[src/rtl/quad_motor_mixer_core_assert.svh]
// Assertion macros for the motor mixer, clocked on i_clk, off during reset.
`ifndef QUAD_MOTOR_MIXER_CORE_ASSERT_SVH
`define QUAD_MOTOR_MIXER_CORE_ASSERT_SVH

// Condition that holds at every clock edge.
`define QMM_ASSERT_ALWAYS(lbl, cond) \
    lbl: assert property (@(posedge i_clk) disable iff (!i_rst_n) (cond)) \
        else $error("mixer check failed");

// Same-cycle implication.
`define QMM_ASSERT_IMPL(lbl, ante, cons) \
    lbl: assert property (@(posedge i_clk) disable iff (!i_rst_n) (ante) |-> (cons)) \
        else $error("mixer check failed");

`endif

[src/rtl/qmm_pkg.sv]
package qmm_pkg;

    localparam int FRAC_BITS  = 8;
    localparam int NUM_MOTORS = 4;

    // field widths
    localparam int U_W      = FRAC_BITS + 7;
    localparam int S_W      = FRAC_BITS + 8;
    // -p-r reaches +2^S_W, one bit past a plain sum of two fields
    localparam int D_W      = S_W + 2;
    localparam int RAW_W    = S_W + 3;
    localparam int SCALE_W  = 14;
    localparam int SCALED_W = U_W + 2;

    // percent levels
    localparam int HUNDRED = 100 << FRAC_BITS;
    localparam int NINETY  = 90 << FRAC_BITS;
    localparam int TWENTY  = 20 << FRAC_BITS;

    // X-frame diagonal weight, Q0.16
    localparam int DIAG_K     = 46341;
    localparam int DIAG_SHIFT = 16;
    localparam int DIAG_KW    = DIAG_SHIFT + 1;
    localparam int P_W        = D_W + DIAG_KW;

    // Linearisation: L = r*(9H + 11r) / (20H), 20H = 125 << (FRAC_BITS+4)
    localparam int    LIN_BASE    = 9 * HUNDRED;
    localparam int    LIN_TAIL    = 11;
    localparam int    LIN_HALF    = 10 * HUNDRED;
    localparam int    LIN_SHIFT   = FRAC_BITS + 4;
    localparam int    COEF_W      = FRAC_BITS + 11;
    localparam int    NUM_W       = U_W + COEF_W;
    localparam int    X_W         = FRAC_BITS + 14;
    localparam int    RECIP_SHIFT = X_W + 7;
    localparam int    RECIP_W     = X_W + 1;
    localparam longint RECIP      = ((longint'(1) << RECIP_SHIFT) + 124) / 125;

    // motor scale, Q2.12
    localparam int SCALE_SHIFT = 12;
    localparam logic [SCALE_W-1:0] SCALE_MIN = SCALE_W'(410);
    localparam logic [SCALE_W-1:0] SCALE_MAX = SCALE_W'(12288);
    localparam logic [SCALE_W-1:0] SCALE_ONE = SCALE_W'(4096);

    // configuration port
    localparam int ADDR_W    = 5;
    localparam int REG_IDX_W = 3;
    localparam int DATA_W    = 32;

    typedef enum logic [REG_IDX_W-1:0] {
        REG_FRAME_MODE = 3'd0,
        REG_SCALE_M1   = 3'd1,
        REG_SCALE_M2   = 3'd2,
        REG_SCALE_M3   = 3'd3,
        REG_SCALE_M4   = 3'd4
    } t_reg_idx;

    localparam logic FRAME_PLUS = 1'b0;
    localparam logic FRAME_X    = 1'b1;

    typedef struct packed {
        logic        [U_W-1:0] thrust_cmd;
        logic signed [S_W-1:0] roll_cmd;
        logic signed [S_W-1:0] pitch_cmd;
        logic signed [S_W-1:0] yaw_cmd;
    } t_cmd;

    typedef struct packed {
        logic [U_W-1:0]        motor1_out;
        logic [U_W-1:0]        motor2_out;
        logic [U_W-1:0]        motor3_out;
        logic [U_W-1:0]        motor4_out;
        logic [NUM_MOTORS-1:0] low_sat_flags;
        logic [NUM_MOTORS-1:0] high_sat_flags;
    } t_mix;

    // load enables of the per-motor stages
    typedef struct packed {
        logic clamp;
        logic lin_mul;
        logic recip;
        logic scale;
        logic sat;
    } t_lane_en;

endpackage

[src/rtl/qmm_motor.sv]
module qmm_motor (
    input  logic                                i_clk,
    input  qmm_pkg::t_lane_en                   i_en,
    input  logic signed [qmm_pkg::RAW_W-1:0]    i_raw,
    input  logic        [qmm_pkg::SCALE_W-1:0]  i_scale,
    output logic        [qmm_pkg::U_W-1:0]      o_motor,
    output logic                                o_low_sat,
    output logic                                o_high_sat
);

    localparam int U_W      = qmm_pkg::U_W;
    localparam int RAW_W    = qmm_pkg::RAW_W;
    localparam int COEF_W   = qmm_pkg::COEF_W;
    localparam int NUM_SW   = qmm_pkg::NUM_W + 1;
    localparam int X_W      = qmm_pkg::X_W;
    localparam int PL_W     = qmm_pkg::X_W + qmm_pkg::RECIP_W;
    localparam int PS_W     = qmm_pkg::U_W + qmm_pkg::SCALE_W + 1;
    localparam int SCALED_W = qmm_pkg::SCALED_W;

    localparam logic signed [RAW_W-1:0] RAW_FULL = RAW_W'(qmm_pkg::HUNDRED);
    localparam logic [U_W-1:0]      LIN_FULL   = U_W'(qmm_pkg::HUNDRED);
    localparam logic [COEF_W-1:0]   COEF_BASE  = COEF_W'(qmm_pkg::LIN_BASE);
    localparam logic [COEF_W-1:0]   COEF_TAIL  = COEF_W'(qmm_pkg::LIN_TAIL);
    localparam logic [NUM_SW-1:0]   NUM_HALF   = NUM_SW'(qmm_pkg::LIN_HALF);
    localparam logic [PL_W-1:0]     RECIP_C    = PL_W'(qmm_pkg::RECIP);
    localparam logic [PS_W-1:0]     SCALE_HALF = PS_W'(1 << (qmm_pkg::SCALE_SHIFT - 1));
    localparam logic [SCALED_W-1:0] S_NINETY   = SCALED_W'(qmm_pkg::NINETY);
    localparam logic [SCALED_W-1:0] S_TWENTY   = SCALED_W'(qmm_pkg::TWENTY);

    logic              raw_low, raw_high;
    logic [U_W-1:0]    n_rc;
    logic [COEF_W-1:0] n_coef;
    logic [NUM_SW-1:0] num;
    logic [PL_W-1:0]   prod_l;
    logic [PS_W-1:0]   prod_s;
    logic              n_high;
    logic [U_W-1:0]    n_motor;

    logic [U_W-1:0]      r_rc;
    logic [COEF_W-1:0]   r_coef;
    logic [X_W-1:0]      r_x;
    logic [U_W-1:0]      r_lin;
    logic [SCALED_W-1:0] r_scaled;
    logic [U_W-1:0]      r_motor;
    logic                r_lo_a, r_lo_b, r_lo_c, r_lo_d, r_lo_e, r_high;

    // clamp to 0..100 % and build r*11 + 9H
    always_comb begin
        raw_low  = i_raw[RAW_W-1] || (i_raw == RAW_W'(0));
        raw_high = !i_raw[RAW_W-1] && (i_raw >= RAW_FULL);
        if (raw_low) begin
            n_rc = '0;
        end else if (raw_high) begin
            n_rc = LIN_FULL;
        end else begin
            n_rc = i_raw[U_W-1:0];
        end
        n_coef = COEF_BASE + COEF_W'(n_rc) * COEF_TAIL;
    end

    // numerator, half-up rounding, power-of-two part of the divisor
    assign num = NUM_SW'(r_rc) * NUM_SW'(r_coef) + NUM_HALF;

    // remaining /125 by reciprocal, exact over the whole range
    assign prod_l = PL_W'(r_x) * RECIP_C;

    assign prod_s = PS_W'(r_lin) * PS_W'(i_scale) + SCALE_HALF;

    always_comb begin
        n_high = (r_scaled >= S_NINETY);
        if (n_high) begin
            n_motor = U_W'(S_NINETY);
        end else if (r_scaled < S_TWENTY) begin
            n_motor = U_W'(S_TWENTY);
        end else begin
            n_motor = r_scaled[U_W-1:0];
        end
    end

    always_ff @(posedge i_clk) begin
        if (i_en.clamp) begin
            r_rc   <= n_rc;
            r_coef <= n_coef;
            r_lo_a <= raw_low;
        end
        if (i_en.lin_mul) begin
            r_x    <= num[qmm_pkg::LIN_SHIFT +: X_W];
            r_lo_b <= r_lo_a;
        end
        if (i_en.recip) begin
            r_lin  <= prod_l[qmm_pkg::RECIP_SHIFT +: U_W];
            r_lo_c <= r_lo_b;
        end
        if (i_en.scale) begin
            r_scaled <= prod_s[qmm_pkg::SCALE_SHIFT +: SCALED_W];
            r_lo_d   <= r_lo_c;
        end
        if (i_en.sat) begin
            r_motor <= n_motor;
            r_high  <= n_high;
            r_lo_e  <= r_lo_d;
        end
    end

    assign o_motor    = r_motor;
    assign o_low_sat  = r_lo_e;
    assign o_high_sat = r_high;

endmodule

[config.mk]
export PLATFORM = sky130hd
export DESIGN_NAME = qmm_motor
export DESIGN_NICKNAME = d
export VERILOG_FILES = /design/src/rtl/quad_motor_mixer_core_assert.svh /design/src/rtl/qmm_pkg.sv /design/src/rtl/qmm_motor.sv
export SDC_FILE = /design/constraint.sdc
export NUM_CORES = 2
export LEC_CHECK = 0
export ABC_AREA = 1
export CAP_MARGIN = 10
export CORE_AREA = 2 2 316 318
export CTS_CLUSTER_DIAMETER = 150
export DETAILED_ROUTE_END_ITERATION = 10
export DIE_AREA = 0 0 318 320
export DONT_BUFFER_PORTS = 1
export SLEW_MARGIN = 20
export SYNTH_ARGS = -nofsm -noshare
export SYNTH_HDL_FRONTEND = slang
export SYNTH_SLANG_ARGS = --single-unit
[constraint.sdc]
create_clock -name i_clk -period 8.19 [get_ports i_clk]
set_input_delay 1.2285 -clock i_clk [delete_from_list [all_inputs] [get_ports i_clk]]
set_output_delay 1.2285 -clock i_clk [all_outputs]
set_load 0.005 [all_outputs]
==> out/metrics.csv <==
metric,value,unit
Port Buffers,0,
Worst-Margin Slew,0.998,ns
most used flip-flop cell after synthesis,edfxtp_1,
max frequency,165,MHz
crit path capture type,flop,
die height,320,um
pre-CTS setup slack,1.94,ns
setup ws final,2.12,ns
synth top area cells,"fa_1, ha_1, inv_1, nand2_1, edfxtp_1",
syn avg cell area,7.86,um^2
"Hold Violations, Final",0,
Final HPWL DP,60900,um
Layout area overhead,5.53,%
vias per cell,4.52,
vias in the first global route,23464,
Hold Path Class,flop to flop,
CTS tree,built,
Setup Crit Path Kind,flop to flop,
Mapped Area,29400,um^2
"Seq/Total Area, Yosys",11.0,%
post-CTS setup buffer count,0,
synth warn,0,
final setup TNS,0,ns
hold slack,0.423,ns
Max Cap Viol,0,
WL final,71300,um
Clock Pin Slew Worst Setup and Hold Paths,0.09,ns
Critical Path RT,8.35,ns
global-route wire length before repair,120000,um
Yosys reg bits,108,
clock sinks,108,
clock latency on the worst-skew pair,0.40,ns
pins over their slew limit,0,
Final Cell Area,31000,um^2
Clock Tree Root,clkbuf_16,
Num CTS Buffers,9,
Rows,115,
Worst Path Arrival,6.23,ns
H-Tree Depth,3,
Core ar.,98000,um^2
async set-or-reset flop fraction in the synthesized netlist,0,%
cts repair resizes,0,
unrepaired setup endpoints after global routing,no,
Die Area,102000,um^2
final antenna-violating net count,0,
CP Launch Type,flop,
largest area contributor in the netlist,fa_1,
Routed WL per cell,14.4,um
status,"finished, final reports clean",
largest net degree at the start of global routing,35,
# diodes,0,
initial core utilization,30.0,%
DRT Pass-1 Iters,5,
Worst Path Max Fanout,19,
Die Wd,318,um
CTS Buffer Depth,2,
total grt overflow,0,
initial DRC count,1133,
Nets,4625,
# DRC,0,
Post-Syn Nets,4692,
share of layout cells above drive strength 1,0.953,%
Placer Congestion,0.900,
GRT Total Usage,14.6,%
Netlist cell types,38,
via count,22432,
initial antenna violation count,0,
post-route minimum period,6.07,ns
Post-CTS Hold Buffers,0,
final setup violating endpoints,0,
IO Count,56,
"EDFF count, synth",108,
Setup Skew,0.0200,ns
Post-Syn Instances,3736,
Synth top area share,33.1,%
slew margin rel.,33.4,%
placed cell area,30700,um^2
part of the cycle the worst path needs,74.1,%
[layout make-up]
class                           count  area, um^2
Timing Repair Buffer                1        7.51
Inverter                         1088        4080
Sequential cell                   108        3240
Multi-Input combinational cell   2461       21700
Fill cell                       10444       67000
Tap cell                         1287        1610
Clock inverter                      6        78.8
Clock buffer                       10         229
[cells in the final DEF, fill, tap and decap left out, types with 2 or more instances in the layout]
cell type  count
nand2_1      949
o21bai_1      14
a21boi_0       5
edfxtp_1     108
xor2_1        24
o21a_1         6
nor3_1        31
nand4_1       18
o21ai_1        2
inv_2          2
nor4_1         4
a21o_1         8
ha_1         431
nand2_2        8
a21oi_1      123
o21ai_0       55
inv_6          2
inv_1       1085
a31oi_1        2
xnor2_1        9
clkbuf_16      9
fa_1         486
nand3b_1       7
nor2_1       175
inv_8          2
nor2_2         4
and2_1         3
nand3_1       88
[registers in the layout, summed over array words and instances, names as in the netlist]
name,count
r_scaled,17
r_lin,15
r_coef,18
r_lo_c,1
o_high_sat,1
r_lo_a,1
r_lo_d,1
o_motor,15
r_lo_b,1
o_low_sat,1
r_rc,15
r_x,22
[metal layers]
metal  track usage [%]  vias up  part of all wire (%)
met5                 0        -                     0
met4              2.95        0                   1.8
met3              1.56       68                   3.8
met2              26.0      411                    50
met1              19.0    11049                    45
li1                  -    10904                     -
[kinds of logic (layout without fill, tap and decap cells)]
kind of cell | after synthesis | count (layout) | share of synthesized area [%]
XOR/XNOR | 33 | 33 | 0.984
AO/OA/AOI/OAI | 218 | 218 | 4.04
flip-flops | 108 | 108 | 11.0
buffers and inverters | 1167 | 1105 | 14.9
AND/OR/NAND/NOR | 1293 | 1293 | 17.5
adder cells (fa/ha/maj) | 917 | 917 | 51.5
[synthesized netlist by cell type (8+ instances only)]
cell type  number
xnor2_1         9
fa_1          486
clkbuf_1       75
o21ai_0        55
edfxtp_1      108
xor2_1         24
nor3_1         31
nand2_1       949
nand3_1        88
nor2_1        175
a21oi_1       123
nand4_1        18
ha_1          431
o21bai_1       14
a21o_1          8
inv_1        1085
nand2_2         8
[through the flow]
| step | cells | utilization [%] |
|---|---|---|
| finish | 4961 | 31.6 |
| global route | 4961 | 31.6 |
| floorplan | 3736 | - |
| global placement | 4945 | 31.3 |
| CTS | 4961 | 31.6 |
| detailed placement | 4945 | 31.3 |
[final timing paths]
check,end,from,cells past startpoint,slack [ns]
setup / recovery,r_x[21]$_DFFE_PP_,r_rc[10]$_DFFE_PP_,19,2.12
hold / removal,o_low_sat$_DFFE_PP_,r_lo_d$_DFFE_PP_,0,0.42
setup reg to reg,r_x[21]$_DFFE_PP_,r_rc[10]$_DFFE_PP_,19,2.12
hold reg to reg,o_low_sat$_DFFE_PP_,r_lo_d$_DFFE_PP_,0,0.42
[critical path: stages (launching register included)]
cell and delay (ns):
edfxtp_1 1.01, nand2_1 0.21, fa_1 0.57, inv_1 0.06
fa_1 0.44, fa_1 0.55, fa_1 0.46, fa_1 0.50
inv_1 0.05, fa_1 0.48, inv_1 0.04, ha_1 0.34
a21oi_1 0.22, o21ai_0 0.20, a21oi_1 0.30, nor2_1 0.07
nor2_1 0.16, nand2_1 0.07, nand2_1 0.06, nand2_1 0.05
Power is not shown: default switching activity piles up to over one toggle a cycle in this logic, so the estimate is an artifact.
